===== config.mk =====
export PLATFORM = sky130hd
export DESIGN_NAME = ipv4_rx_header_check_flat
export DESIGN_NICKNAME = d
export VERILOG_FILES = /design/src/sv/ipv4hc_pkg.sv /design/src/sv/ipv4hc_in_if.sv /design/src/sv/ipv4hc_out_if.sv /design/src/sv/ipv4hc_cfg_if.sv /design/src/sv/ipv4hc_parse.sv /design/src/sv/ipv4hc_verdict.sv /design/src/sv/ipv4hc_out_reg.sv /design/src/sv/ipv4_rx_header_check.sv /design/src/flat_wrapper.sv
export SDC_FILE = /design/constraint.sdc
export NUM_CORES = 1
export LEC_CHECK = 0
export ABC_AREA = 1
export BUFFER_PORTS_ARGS = -buffer_cell sky130_fd_sc_hd__buf_4
export CAP_MARGIN = 25
export CORE_MARGIN = 2
export CORE_UTILIZATION = 40
export CTS_CLUSTER_SIZE = 24
export DETAILED_ROUTE_END_ITERATION = 16
export SYNTH_ARGS = -nofsm -noshare
export SYNTH_HDL_FRONTEND = slang
export SYNTH_SLANG_ARGS = --single-unit

===== constraint.sdc =====
create_clock -name clk_i -period 13.1 [get_ports clk_i]
set_input_delay 0.655 -clock clk_i [delete_from_list [all_inputs] [get_ports clk_i]]
set_output_delay 0.655 -clock clk_i [all_outputs]
set_load 0.02 [all_outputs]

===== src/sv/ipv4hc_pkg.sv =====
`default_nettype none
package ipv4hc_pkg;

  localparam int unsigned MinHeaderBytes = 20;
  localparam logic [3:0]  IpVersionFour  = 4'd4;
  localparam logic [3:0]  MinIhl         = 4'd5;
  localparam logic [15:0] SumAllOnes     = 16'hFFFF;
  localparam logic [15:0] PosMax         = 16'hFFFF;

  localparam logic [7:0] ProtoIcmp = 8'd1;
  localparam logic [7:0] ProtoTcp  = 8'd6;
  localparam logic [7:0] ProtoUdp  = 8'd17;

  // byte offsets inside the header
  localparam logic [15:0] PosVerIhl   = 16'd0;
  localparam logic [15:0] PosLenHi    = 16'd2;
  localparam logic [15:0] PosLenLo    = 16'd3;
  localparam logic [15:0] PosProto    = 16'd9;
  localparam logic [15:0] PosSrcFirst = 16'd12;
  localparam logic [15:0] PosDstFirst = 16'd16;
  localparam logic [15:0] PosDstEnd   = 16'd20;

  typedef enum logic [3:0] {
    StIcmp        = 4'd0,
    StUdp         = 4'd1,
    StTcp         = 4'd2,
    StTooShort    = 4'd3,
    StNotIpv4     = 4'd4,
    StBadIhl      = 4'd5,
    StBadChecksum = 4'd6,
    StNotForUs    = 4'd7,
    StUnknown     = 4'd8
  } status_e;

  // header fields as they stand after the current byte
  typedef struct packed {
    logic [15:0] pos;
    logic [7:0]  version_and_ihl;
    logic [15:0] stated_len;
    logic [7:0]  protocol;
    logic [31:0] sender_address;
    logic [31:0] target_address;
    logic [15:0] ones_sum;
  } snapshot_t;

  typedef struct packed {
    status_e     status;
    logic [7:0]  protocol;
    logic [5:0]  header_length;
    logic [15:0] payload_length;
    logic [31:0] source_address;
  } result_t;

endpackage
`default_nettype wire


===== src/sv/ipv4hc_in_if.sv =====
`default_nettype none
interface ipv4hc_in_if;
  logic       valid;
  logic       ready;
  logic [7:0] data_byte;
  logic       last_byte;

  modport source (output valid, output data_byte, output last_byte, input ready);
  modport sink   (input valid, input data_byte, input last_byte, output ready);
endinterface
`default_nettype wire


===== src/sv/ipv4hc_out_if.sv =====
`default_nettype none
interface ipv4hc_out_if;
  logic        valid;
  logic        ready;
  logic [3:0]  status;
  logic [7:0]  protocol;
  logic [5:0]  header_length;
  logic [15:0] payload_length;
  logic [31:0] source_address;

  modport source (output valid, output status, output protocol, output header_length,
                  output payload_length, output source_address, input ready);
  modport sink   (input valid, input status, input protocol, input header_length,
                  input payload_length, input source_address, output ready);
endinterface
`default_nettype wire


===== src/sv/ipv4hc_cfg_if.sv =====
`default_nettype none
interface ipv4hc_cfg_if;
  logic        valid;
  logic        ready;
  logic [31:0] data;

  modport source (output valid, output data, input ready);
  modport sink   (input valid, input data, output ready);
endinterface
`default_nettype wire


===== src/sv/ipv4hc_parse.sv =====
`default_nettype none
module ipv4hc_parse (
  input  wire logic                  clk_i,
  input  wire logic                  rst_ni,
  input  wire logic                  accept_i,
  input  wire logic [7:0]            data_byte_i,
  input  wire logic                  last_byte_i,
  output ipv4hc_pkg::snapshot_t      snap_o
);
  import ipv4hc_pkg::*;

  logic [15:0] pos_q, pos_d;
  logic [15:0] sum_q, sum_d;
  logic [7:0]  held_q, held_d;
  logic [7:0]  vi_q, vi_d;
  logic [15:0] len_q, len_d;
  logic [7:0]  proto_q, proto_d;
  logic [31:0] src_q, src_d;
  logic [31:0] dst_q, dst_d;

  logic [5:0]  hdr_bytes;
  logic [16:0] raw_sum;
  logic [15:0] folded_sum;

  always_comb begin
    vi_d    = (pos_q == PosVerIhl) ? data_byte_i : vi_q;
    len_d   = len_q;
    proto_d = proto_q;
    src_d   = src_q;
    dst_d   = dst_q;
    held_d  = held_q;
    sum_d   = sum_q;

    if (pos_q == PosLenHi) len_d[15:8] = data_byte_i;
    if (pos_q == PosLenLo) len_d[7:0]  = data_byte_i;
    if (pos_q == PosProto) proto_d     = data_byte_i;
    if (pos_q >= PosSrcFirst && pos_q < PosDstFirst) src_d = {src_q[23:0], data_byte_i};
    if (pos_q >= PosDstFirst && pos_q < PosDstEnd)   dst_d = {dst_q[23:0], data_byte_i};

    // IHL of this very byte counts when it is the first one
    hdr_bytes  = {vi_d[3:0], 2'b00};
    raw_sum    = {1'b0, sum_q} + {1'b0, held_q, data_byte_i};
    folded_sum = raw_sum[15:0] + {15'd0, raw_sum[16]};

    if (pos_q < {10'd0, hdr_bytes}) begin
      if (!pos_q[0]) held_d = data_byte_i;
      else           sum_d  = folded_sum;
    end
  end

  assign snap_o = '{pos:             pos_q,
                    version_and_ihl: vi_d,
                    stated_len:      len_d,
                    protocol:        proto_d,
                    sender_address:  src_d,
                    target_address:  dst_d,
                    ones_sum:        sum_d};

  assign pos_d = (pos_q == PosMax) ? pos_q : pos_q + 16'd1;

  always_ff @(posedge clk_i or negedge rst_ni) begin
    if (!rst_ni) begin
      pos_q   <= '0;
      sum_q   <= '0;
      held_q  <= '0;
      vi_q    <= '0;
      len_q   <= '0;
      proto_q <= '0;
      src_q   <= '0;
      dst_q   <= '0;
    end else if (accept_i) begin
      if (last_byte_i) begin
        // packet done: start the next one from a clean slate
        pos_q   <= '0;
        sum_q   <= '0;
        held_q  <= '0;
        vi_q    <= '0;
        len_q   <= '0;
        proto_q <= '0;
        src_q   <= '0;
        dst_q   <= '0;
      end else begin
        pos_q   <= pos_d;
        sum_q   <= sum_d;
        held_q  <= held_d;
        vi_q    <= vi_d;
        len_q   <= len_d;
        proto_q <= proto_d;
        src_q   <= src_d;
        dst_q   <= dst_d;
      end
    end
  end

endmodule
`default_nettype wire


===== src/sv/ipv4hc_verdict.sv =====
`default_nettype none
module ipv4hc_verdict (
  input  wire ipv4hc_pkg::snapshot_t snap_i,
  input  wire logic [31:0]           local_address_i,
  output ipv4hc_pkg::result_t        result_o
);
  import ipv4hc_pkg::*;

  logic [3:0]  ihl;
  logic [5:0]  hdr_bytes;
  logic [16:0] count;
  status_e     status;

  always_comb begin
    ihl       = snap_i.version_and_ihl[3:0];
    hdr_bytes = {ihl, 2'b00};
    count     = {1'b0, snap_i.pos} + 17'd1;

    if (count < 17'(MinHeaderBytes))                       status = StTooShort;
    else if (snap_i.version_and_ihl[7:4] != IpVersionFour) status = StNotIpv4;
    else if (ihl < MinIhl)                                 status = StBadIhl;
    else if (count < {11'd0, hdr_bytes})                   status = StTooShort;
    else if (snap_i.ones_sum != SumAllOnes)                status = StBadChecksum;
    else if (snap_i.target_address != local_address_i)     status = StNotForUs;
    else begin
      case (snap_i.protocol)
        ProtoIcmp: status = StIcmp;
        ProtoUdp:  status = StUdp;
        ProtoTcp:  status = StTcp;
        default:   status = StUnknown;
      endcase
    end

    result_o.status         = status;
    result_o.protocol       = snap_i.protocol;
    result_o.header_length  = hdr_bytes;
    // saturate at zero when the stated length is below the header length
    result_o.payload_length = (snap_i.stated_len > {10'd0, hdr_bytes})
                              ? snap_i.stated_len - {10'd0, hdr_bytes} : 16'd0;
    result_o.source_address = snap_i.sender_address;
  end

endmodule
`default_nettype wire


===== src/sv/ipv4hc_out_reg.sv =====
`default_nettype none
module ipv4hc_out_reg (
  input  wire logic                clk_i,
  input  wire logic                rst_ni,
  input  wire logic                load_i,
  input  wire ipv4hc_pkg::result_t result_i,
  output logic                     space_o,
  ipv4hc_out_if.source             out_o
);
  import ipv4hc_pkg::*;

  logic    valid_q;
  result_t data_q;

  // room for a new item when empty or when the held one leaves this cycle
  assign space_o = !valid_q || out_o.ready;

  always_ff @(posedge clk_i or negedge rst_ni) begin
    if (!rst_ni) begin
      valid_q <= 1'b0;
    end else if (load_i) begin
      valid_q <= 1'b1;
    end else if (out_o.ready) begin
      valid_q <= 1'b0;
    end
  end

  always_ff @(posedge clk_i) begin
    if (load_i) data_q <= result_i;
  end

  assign out_o.valid          = valid_q;
  assign out_o.status         = data_q.status;
  assign out_o.protocol       = data_q.protocol;
  assign out_o.header_length  = data_q.header_length;
  assign out_o.payload_length = data_q.payload_length;
  assign out_o.source_address = data_q.source_address;

endmodule
`default_nettype wire


===== src/sv/ipv4_rx_header_check.sv =====
`default_nettype none
// channel | dir | payload                                         | handshake
// --------+-----+-------------------------------------------------+-------------
// in_i    | in  | data_byte[7:0], last_byte                       | valid/ready
// out_o   | out | status, protocol, header_length, payload_length,| valid/ready
//         |     | source_address                                  |
// cfg_i   | in  | data[31:0] = local_address                      | valid/ready
//
// One byte is taken every cycle unless in_i stalls; the verdict appears on out_o in
// the cycle after the last byte is taken: that byte and the header field registers
// feed the checksum fold and verdict logic, whose result is held in the result register.
// Reset clears all per-packet state and the local address to zero.
// in_i stalls only while a result is held and out_o is not ready; cfg_i never stalls.
module ipv4_rx_header_check (
  input  wire logic    clk_i,
  input  wire logic    rst_ni,
  ipv4hc_in_if.sink    in_i,
  ipv4hc_out_if.source out_o,
  ipv4hc_cfg_if.sink   cfg_i
);
  import ipv4hc_pkg::*;

  logic [31:0] local_address_q;
  logic        accept;
  logic        space;
  snapshot_t   snap;
  result_t     result;

  assign cfg_i.ready = 1'b1;

  always_ff @(posedge clk_i or negedge rst_ni) begin
    if (!rst_ni) begin
      local_address_q <= '0;
    end else if (cfg_i.valid) begin
      local_address_q <= cfg_i.data;
    end
  end

  assign in_i.ready = space;
  assign accept     = in_i.valid && space;

  ipv4hc_parse u_parse (
    .clk_i       (clk_i),
    .rst_ni      (rst_ni),
    .accept_i    (accept),
    .data_byte_i (in_i.data_byte),
    .last_byte_i (in_i.last_byte),
    .snap_o      (snap)
  );

  ipv4hc_verdict u_verdict (
    .snap_i          (snap),
    .local_address_i (local_address_q),
    .result_o        (result)
  );

  ipv4hc_out_reg u_out_reg (
    .clk_i    (clk_i),
    .rst_ni   (rst_ni),
    .load_i   (accept && in_i.last_byte),
    .result_i (result),
    .space_o  (space),
    .out_o    (out_o)
  );

endmodule
`default_nettype wire


===== src/flat_wrapper.sv =====
// flat-port wrapper written by rule: the top's interface ports become plain ports
module ipv4_rx_header_check_flat import ipv4hc_pkg::*;
  (clk_i, rst_ni, in_i_valid, in_i_data_byte, in_i_last_byte, in_i_ready, out_o_valid, out_o_status, out_o_protocol, out_o_header_length, out_o_payload_length, out_o_source_address, out_o_ready, cfg_i_valid, cfg_i_data, cfg_i_ready);
  ipv4hc_in_if in_i_i ();
  ipv4hc_out_if out_o_i ();
  ipv4hc_cfg_if cfg_i_i ();
  input  wire logic clk_i;
  input  wire logic rst_ni;
  input wire logic [$bits(in_i_i.valid)-1:0] in_i_valid;
  input wire logic [$bits(in_i_i.data_byte)-1:0] in_i_data_byte;
  input wire logic [$bits(in_i_i.last_byte)-1:0] in_i_last_byte;
  output wire logic [$bits(in_i_i.ready)-1:0] in_i_ready;
  output wire logic [$bits(out_o_i.valid)-1:0] out_o_valid;
  output wire logic [$bits(out_o_i.status)-1:0] out_o_status;
  output wire logic [$bits(out_o_i.protocol)-1:0] out_o_protocol;
  output wire logic [$bits(out_o_i.header_length)-1:0] out_o_header_length;
  output wire logic [$bits(out_o_i.payload_length)-1:0] out_o_payload_length;
  output wire logic [$bits(out_o_i.source_address)-1:0] out_o_source_address;
  input wire logic [$bits(out_o_i.ready)-1:0] out_o_ready;
  input wire logic [$bits(cfg_i_i.valid)-1:0] cfg_i_valid;
  input wire logic [$bits(cfg_i_i.data)-1:0] cfg_i_data;
  output wire logic [$bits(cfg_i_i.ready)-1:0] cfg_i_ready;
  assign in_i_i.valid = in_i_valid;
  assign in_i_i.data_byte = in_i_data_byte;
  assign in_i_i.last_byte = in_i_last_byte;
  assign in_i_ready = in_i_i.ready;
  assign out_o_valid = out_o_i.valid;
  assign out_o_status = out_o_i.status;
  assign out_o_protocol = out_o_i.protocol;
  assign out_o_header_length = out_o_i.header_length;
  assign out_o_payload_length = out_o_i.payload_length;
  assign out_o_source_address = out_o_i.source_address;
  assign out_o_i.ready = out_o_ready;
  assign cfg_i_i.valid = cfg_i_valid;
  assign cfg_i_i.data = cfg_i_data;
  assign cfg_i_ready = cfg_i_i.ready;
  ipv4_rx_header_check u_core (.clk_i(clk_i), .rst_ni(rst_ni), .in_i(in_i_i), .out_o(out_o_i), .cfg_i(cfg_i_i));
endmodule

==> impl_metrics.tcl, run 1 <==
set metrics [dict create \
    status "finished, final reports clean" \
    ys_seq_elements 233 \
    p_per_area_mw_per_mm2 141 \
    synthSimpleGateAreaFrac 0.224 \
    fin_ws_ns 8.75 \
    place_ws_ns 8.31 \
    crit_required_ns 13.39 \
    synth_xor_area_frac 0.0241 \
    finClkSkew_ns 0.0161 \
    critPathSlowestCell "fa_1" \
    synth.area.mux_share 0.00265 \
    antenna_cells 0 \
    cts_tree "built" \
    fp.dieH_um 182 \
    switching_power_uw 690 \
    ff2ff_path_depth 31 \
    dp_hpwl_mm 23.2 \
    crit_top_cell "nand2_1" \
    synth_ff_type "dfrtp_1" \
    grt_pass1_wl_mm 52.8 \
    worst_pin_slew_ns 0.898 \
    whs_path_depth 3 \
    clk_pin_slew_ns 0.06 \
    wirelength_mm 33.0 \
    gp_routability_congestion 0.878 \
    synth_async_sr_flop_share 0.725 \
    stdcell_count 2118 \
    path_max_fanout 4 \
    fin_util 0.470 \
    endpoint_kind "flip-flop" \
    grt_max_degree 104 \
    cts_buffer_depth 3 \
    start_util 0.405 \
    cellLeakagePower_nw 6.98 \
    min_period_ns 4.35 \
    overflow 0 \
    synth_seq_area_share 0.483 \
    fmax_mhz 230 \
    p_int_mw 1.40 \
    core_area_mm2 0.0315 \
    syn2layout_area_growth_pct 16.2 \
    numPlacedInstances 2066 \
    critPathKind "flip-flop to flip-flop" \
    syn_inst 1599 \
    drv_cap 0 \
    num_vias 10600 \
    setup_viol 0 \
    final_cell_mix "463 x nand2_1, 230 x inv_1, 184 x o21ai_0, 169 x dfrtp_1, 116 x buf_4" \
    die-area_mm2 0.0333 \
    seq_area_mm2 0.00615 \
    hold_path_class "input pin to flip-flop" \
    rsz0062_at_grt "no" \
    multi_input_area_mm2 0.00545 \
    antenna_found_initial 0 \
    synth_area_leaders "dfrtp_1 33%, edfxtp_1 15%, nand2_1 14%" \
    io_buffers 111 \
    synth_top_area_cell "dfrtp_1" \
    fin_nets 1775 \
    clock-root-buffer "clkbuf_16" \
    swShare 0.331 \
    slew_headroom 0.401 \
    drc 0 \
    vdd_drop_max_uv 88.1 \
    cp_slowest_stage_delay_ns 0.38 \
    p_comb_frac 0.255 \
    final_common_cell "nand2_1" \
    cts_max_level 1 \
    drive_gt1_frac 0.128 \
    avgSynthCellArea_um2 7.96 \
    clock-sinks 233 \
    synth_fa_ha_area_frac 0.0346 \
    drv_slew 0 \
    fin_tns_setup_ns 0 \
    detail-route-antenna-nets 0 \
    syn-cell-area_mm2 0.0127 \
    synth_compound_area_frac 0.141 \
    seqPwrFrac 0.403 \
    avgViaCountPerCell 5.00 \
    drtIter0Drc 819 \
    routedWlPerCell_um 15.6 \
    finalCritPeriodShare 0.332 \
    finalHoldViolations 0 \
    cp.depth 31 \
    grt_usage 0.198 \
    num_io_pins 115 \
    arrival_ns 4.64 \
    clockPowerShare 0.342 \
    synth-edff-count 64 \
    die_w_um 182 \
    cts-resized-gates 0 \
    p_total_mw 2.09 \
    postCtsSetupRepairBufs 0 \
    clock_latency_ns 0.54 \
    nFillCells 3056 \
    cp_top_family "simple AND/OR/NAND/NOR gates" \
    dr.pass1.iters 5 \
    synth_top_family_by_area "simple AND/OR/NAND/NOR gates" \
    cts_made_buffers 27 \
    yosysWarningCount 0 \
    cp-start-kind "flip-flop" \
    synth_top_area_frac 0.332 \
    grt_pass1_vias 9829 \
    yosysUniqueCellTypes 49 \
    rows 65 \
    path_buf_inv 3 \
]
## cell type report
| type | count | share of cell area |
|---|---|---|
| repair buffers | 120 | 0.0635 |
| clock buffers | 33 | 0.0485 |
| flip-flops and latches | 233 | 0.416 |
| well taps | 402 | 0.0340 |
| clock inverters | 17 | 0.00862 |
| multi-input cells | 1072 | 0.369 |
| inverters | 241 | 0.0612 |
## cells by family (layout without fill, tap and decap cells)
group	count (synthesis)	after routing
simple gates	682	682
flops	233	233
mux	3	3
buf+inv	295	411
fa+ha+maj	34	34
compound gates	315	315
xor+xnor	35	35
other cells	2	3
## stage by stage
step / hold slack, ns / instance area, um2
global placement: 0.462 / 13900
finish: 0.332 / 14800
CTS: 0.296 / 14800
detailed placement: 0.468 / 13900
global route: 0.328 / 14800
floorplan: 0.359 / 12700
## Yosys cell counts (all sizes together) (3+ instances only)
cell type,number
nand2,470
inv,240
o21ai,223
dfrtp,169
nor2,102
nand3,73
edfxtp,64
clkbuf,42
xor2,33
ha,32
o22ai,32
a22o,27
a21oi,23
nand4,17
buf,12
nor3,12
mux2,3
## path summary, 6_finish.rpt
kind	from	end	slack, ns
worst max-delay path	u_core.u_parse.sum_q[0]	u_core.u_out_reg.out_o.status[1]	8.75
worst min-delay path	cfg_i_data[10]	u_core.local_address_q[10]	0.33
worst max register to register	u_core.u_parse.sum_q[0]	u_core.u_out_reg.out_o.status[1]	8.75
worst min register to register	u_core.u_parse.dst_q[27]	u_core.u_parse.dst_q[27]	0.48
max in group asynchronous	rst_ni	u_core.u_parse.dst_q[6]	11.05
min in group asynchronous	rst_ni	u_core.u_parse.src_q[25]	0.48
## what timing repair did
item | in CTS | in global routing
endpoints found under the setup margin | 0 | 0
hold endpoints to repair | 0 | 6
hold buffers | 0 | 1
## tightest hold or removal path, cell delays in order
cell and delay, ns:
buf_4 0.08, nand2_1 0.04, o21ai_0 0.05
## flip-flops by register name, indices dropped and copies added (netlist names)
name / count
u_core.local_address_q: 32
u_core.u_out_reg.out_o.header_length: 4
u_core.u_out_reg.out_o.payload_length: 16
u_core.u_out_reg.out_o.protocol: 8
u_core.u_out_reg.out_o.source_address: 32
u_core.u_out_reg.out_o.status: 4
u_core.u_out_reg.out_o.valid: 1
u_core.u_parse.dst_q: 32
u_core.u_parse.held_q: 8
u_core.u_parse.len_q: 16
u_core.u_parse.pos_q: 16
u_core.u_parse.proto_q: 8
u_core.u_parse.src_q: 32
u_core.u_parse.sum_q: 16
u_core.u_parse.vi_q: 8
## power groups by stage
stage	Combinational, mW	Sequential [mW]	Clock (mW)
6_report	0.533	0.840	0.713
5_1_grt	0.610	0.845	0.761
4_1_cts	0.533	0.840	0.728
3_5_place_dp	0.530	0.854	0
3_3_place_gp	0.526	0.852	0
2_1_floorplan	0.359	0.864	0
## routing by layer
metal  part of all wire  GRT usage  up-vias
met5                  0          0        -
met4              0.015     0.0368        0
met3              0.042     0.0192       33
met2               0.45      0.315      244
met1               0.49      0.297     4956
li1                   -          -     5361
(Power assumes the default switching activity.)
==> inputs of run 2 (changes only) <==
--- a/config.mk
+++ b/config.mk
@@ -5,7 +5,7 @@
 export SDC_FILE = /design/constraint.sdc
 export NUM_CORES = 1
 export LEC_CHECK = 0
-export ABC_AREA = 1
+export ABC_AREA = 0
 export BUFFER_PORTS_ARGS = -buffer_cell sky130_fd_sc_hd__buf_4
 export CAP_MARGIN = 25
 export CORE_MARGIN = 2
==> constraint.sdc (replaced) <==
create_clock -name clk_i -period 4.51 [get_ports clk_i]
set_input_delay 0.2255 -clock clk_i [delete_from_list [all_inputs] [get_ports clk_i]]
set_output_delay 0.2255 -clock clk_i [all_outputs]
set_load 0.02 [all_outputs]
==> run 2 against run 1 <==
Global-route usage is 1.7 points higher. Register-to-register slack worse by 8.5 ns. Design area is 4.4% higher. Core utilization is 2.1 points higher. Sequential power grew to 3.2 times the previous value. Via count is 3.7% lower. Power grew to 3.5 times the previous value. Wire length is 7.3% higher. Critical path type unchanged. Critical endpoint unchanged. Largest cell class is now multi-input combinational cells.
==> impl_metrics.tcl, run 2 <==
set metrics [dict create \
    num_io_pins 115 \
    drive_gt1_frac 0.221 \
    cellLeakagePower_nw 6.85 \
    yosysWarningCount 0 \
    wirelength_mm 35.4 \
    nFillCells 2814 \
    crit_required_ns 4.78 \
    grt_pass1_vias 10200 \
    drc 0 \
    synth_seq_area_share 0.483 \
    synth_async_sr_flop_share 0.725 \
    cp-start-kind "flip-flop" \
    antenna_found_initial 0 \
    cts_tree "built" \
    path_max_fanout 8 \
    p_per_area_mw_per_mm2 469 \
    slew_headroom 0.387 \
    switching_power_mw 2.46 \
    syn_inst 1231 \
    finalHoldViolations 0 \
    clockPowerShare 0.311 \
    grt_usage 0.215 \
    fp.dieH_um 182 \
    clock-root-buffer "clkbuf_16" \
    syn-cell-area_mm2 0.0127 \
    status "finished, final reports clean" \
    start_util 0.405 \
    detail-route-antenna-nets 0 \
    synth-edff-count 64 \
    synth_top_area_cell "dfrtp_1" \
    min_period_ns 4.29 \
    avgViaCountPerCell 5.69 \
    dp_hpwl_mm 23.8 \
    overflow 0 \
    io_buffers 111 \
    cts_buffer_depth 3 \
    endpoint_kind "flip-flop" \
    drv_slew 0 \
    gp_routability_congestion 0.914 \
    critPathKind "flip-flop to flip-flop" \
    synthMostInstantiatedCell "dfrtp_1" \
    seqPwrFrac 0.376 \
    worst_pin_slew_ns 0.912 \
    die_w_um 182 \
    grt_pass1_wl_mm 56.9 \
    design_area_mm2 0.0154 \
    synth_area_leaders "dfrtp_1 33%, edfxtp_1 15%, mux2_2 5.6%" \
    avgSynthCellArea_um2 10.3 \
    final_cell_mix "169 x dfrtp_1, 156 x buf_4, 96 x nand2_1, 90 x o21ai_0, 74 x nor2_1" \
    dr.pass1.iters 5 \
    clock-sinks 233 \
    synth_ff_type "dfrtp_1" \
    drv_cap 0 \
    arrival_ns 4.56 \
    synth_top_area_frac 0.332 \
    cts_made_buffers 27 \
    grt_max_degree 90 \
    cts_max_level 1 \
    core_area_mm2 0.0315 \
    final_common_cell "dfrtp_1" \
    vdd_drop_max_uv 295 \
    yosysUniqueCellTypes 81 \
    p_total_mw 7.24 \
    finalCritPeriodShare 0.952 \
    p_int_mw 4.78 \
    place_area_mm2 0.0141 \
    ys_seq_elements 233 \
    clock_latency_ns 0.54 \
    die-area_mm2 0.0333 \
    swShare 0.339 \
    drtIter0Drc 780 \
    antenna_cells 0 \
    synth_common_cells "169 x dfrtp_1, 98 x nand2_1, 90 x o21ai_0" \
    syn2layout_area_growth_pct 21.3 \
    clk_pin_slew_ns 0.07 \
    rows 65 \
    hold_path_class "input pin to flip-flop" \
    routedWlPerCell_um 19.7 \
    num_vias 10200 \
    fin_nets 1450 \
    p_comb_frac 0.313 \
    fmax_mhz 233 \
    finClkSkew_ns 0.0109 \
    setup_viol 0 \
]
==> run 2: cell count changes after synthesis, moves of 19 or more <==
cell / before / now
nand2_1: 464 / 98
inv_1: 231 / 48
o21ai_0: 184 / 90
mux2_2: 3 / 63
a22oi_1: 0 / 51
nand3_1: 72 / 28
a22o_1: 27 / 62
o21ai_1: 28 / 4
xnor2_1: 2 / 23
clkbuf_1: 42 / 62
nor3_1: 9 / 28
==> run 2: power by group through the flow <==
| stage | sequential (mW) | combinational (mW) | clock (mW) |
|---|---|---|---|
| 2_1_floorplan | 2.73 | 1.53 | 0 |
| 3_3_place_gp | 2.75 | 2.17 | 0 |
| 3_5_place_dp | 2.75 | 2.18 | 0 |
| 4_1_cts | 2.72 | 2.22 | 2.31 |
| 5_1_grt | 2.75 | 2.51 | 2.41 |
| 6_report | 2.72 | 2.27 | 2.25 |
==> run 2: layout make-up <==
type,instances,area [um2],share of cell area
Tap cell,402,503,0.0326
Sequential cell,233,6150,0.398
Multi-Input combinational cell,869,6150,0.398
Clock inverter,12,141,0.00915
Timing Repair Buffer,191,1530,0.0992
Clock buffer,38,788,0.0510
Inverter,48,180,0.0117
==> run 2: final timing paths <==
check / from / end / cells after the start / slack (ns)
worst max-delay path: u_core.u_parse.pos_q[14] / u_core.u_out_reg.out_o.status[1] / 16 / 0.22
worst min-delay path: in_i_data_byte[7] / u_core.u_parse.held_q[7] / 2 / 0.13
worst max register to register: u_core.u_parse.pos_q[14] / u_core.u_out_reg.out_o.status[1] / 16 / 0.22
worst min register to register: u_core.u_parse.len_q[15] / u_core.u_parse.len_q[15] / 2 / 0.49
max in group asynchronous: rst_ni / u_core.local_address_q[1] / 3 / 3.23
min in group asynchronous: rst_ni / u_core.u_parse.src_q[28] / 2 / 0.32
==> run 2: cells by family after synthesis <==
logic type,share of synthesized area
and+or+nand+nor,0.132
xor gates and xnor gates,0.0474
buffers and inverters,0.0412
other,0.000590
DFF,0.483
adders and majority gates,0.0346
AOI/OAI and AO/OA,0.192
muxes,0.0692
==> run 2: repair_timing <==
action | CTS | global route
resized for setup | 0 | 13
hold buffers | 33 | 0
endpoints found under the hold margin | 120 | 0
buffers inserted | 0 | 4
setup endpoints to repair | 0 | 4
==> run 2: through the flow <==
stage	util	TNS (ns)	hold WS, ns	cells	setup slack [ns]
after floorplan	-	0	-0.0701	1232	0.424
after detailed placement	0.448	0	0.369	1706	0.104
after global routing	0.491	-0.0651	0.105	1793	-0.0223
after CTS	0.488	0	0.0989	1789	0.0914
final	0.491	0	0.129	1793	0.219
after global placement	0.448	0	0.371	1706	0.223
==> run 2: metal layers <==
| layer | share of wire | wire, um | vias up | GRT usage |
|---|---|---|---|---|
| li1 | - | - | 4824 | - |
| met1 | 0.45 | 16100 | 4997 | 0.303 |
| met2 | 0.46 | 16400 | 310 | 0.346 |
| met3 | 0.055 | 1960 | 70 | 0.0323 |
| met4 | 0.027 | 966 | 0 | 0.0635 |
| met5 | 0 | 0 | - | 0 |
==> run 2: critical path, stage by stage, from the launching register on <==
cell and delay, ns:
dfrtp_1 0.45, nor4_2 0.39, and4_1 0.38, nand2_1 0.23
nor2_1 0.14, a21oi_1 0.08, ha_1 0.23, nor2_1 0.17
nand3_1 0.11, mux2_1 0.35, a21boi_4 0.27, and2_2 0.29
a31oi_1 0.14, a21oi_1 0.13, nor4b_2 0.34, and4b_1 0.26
a21oi_1 0.08
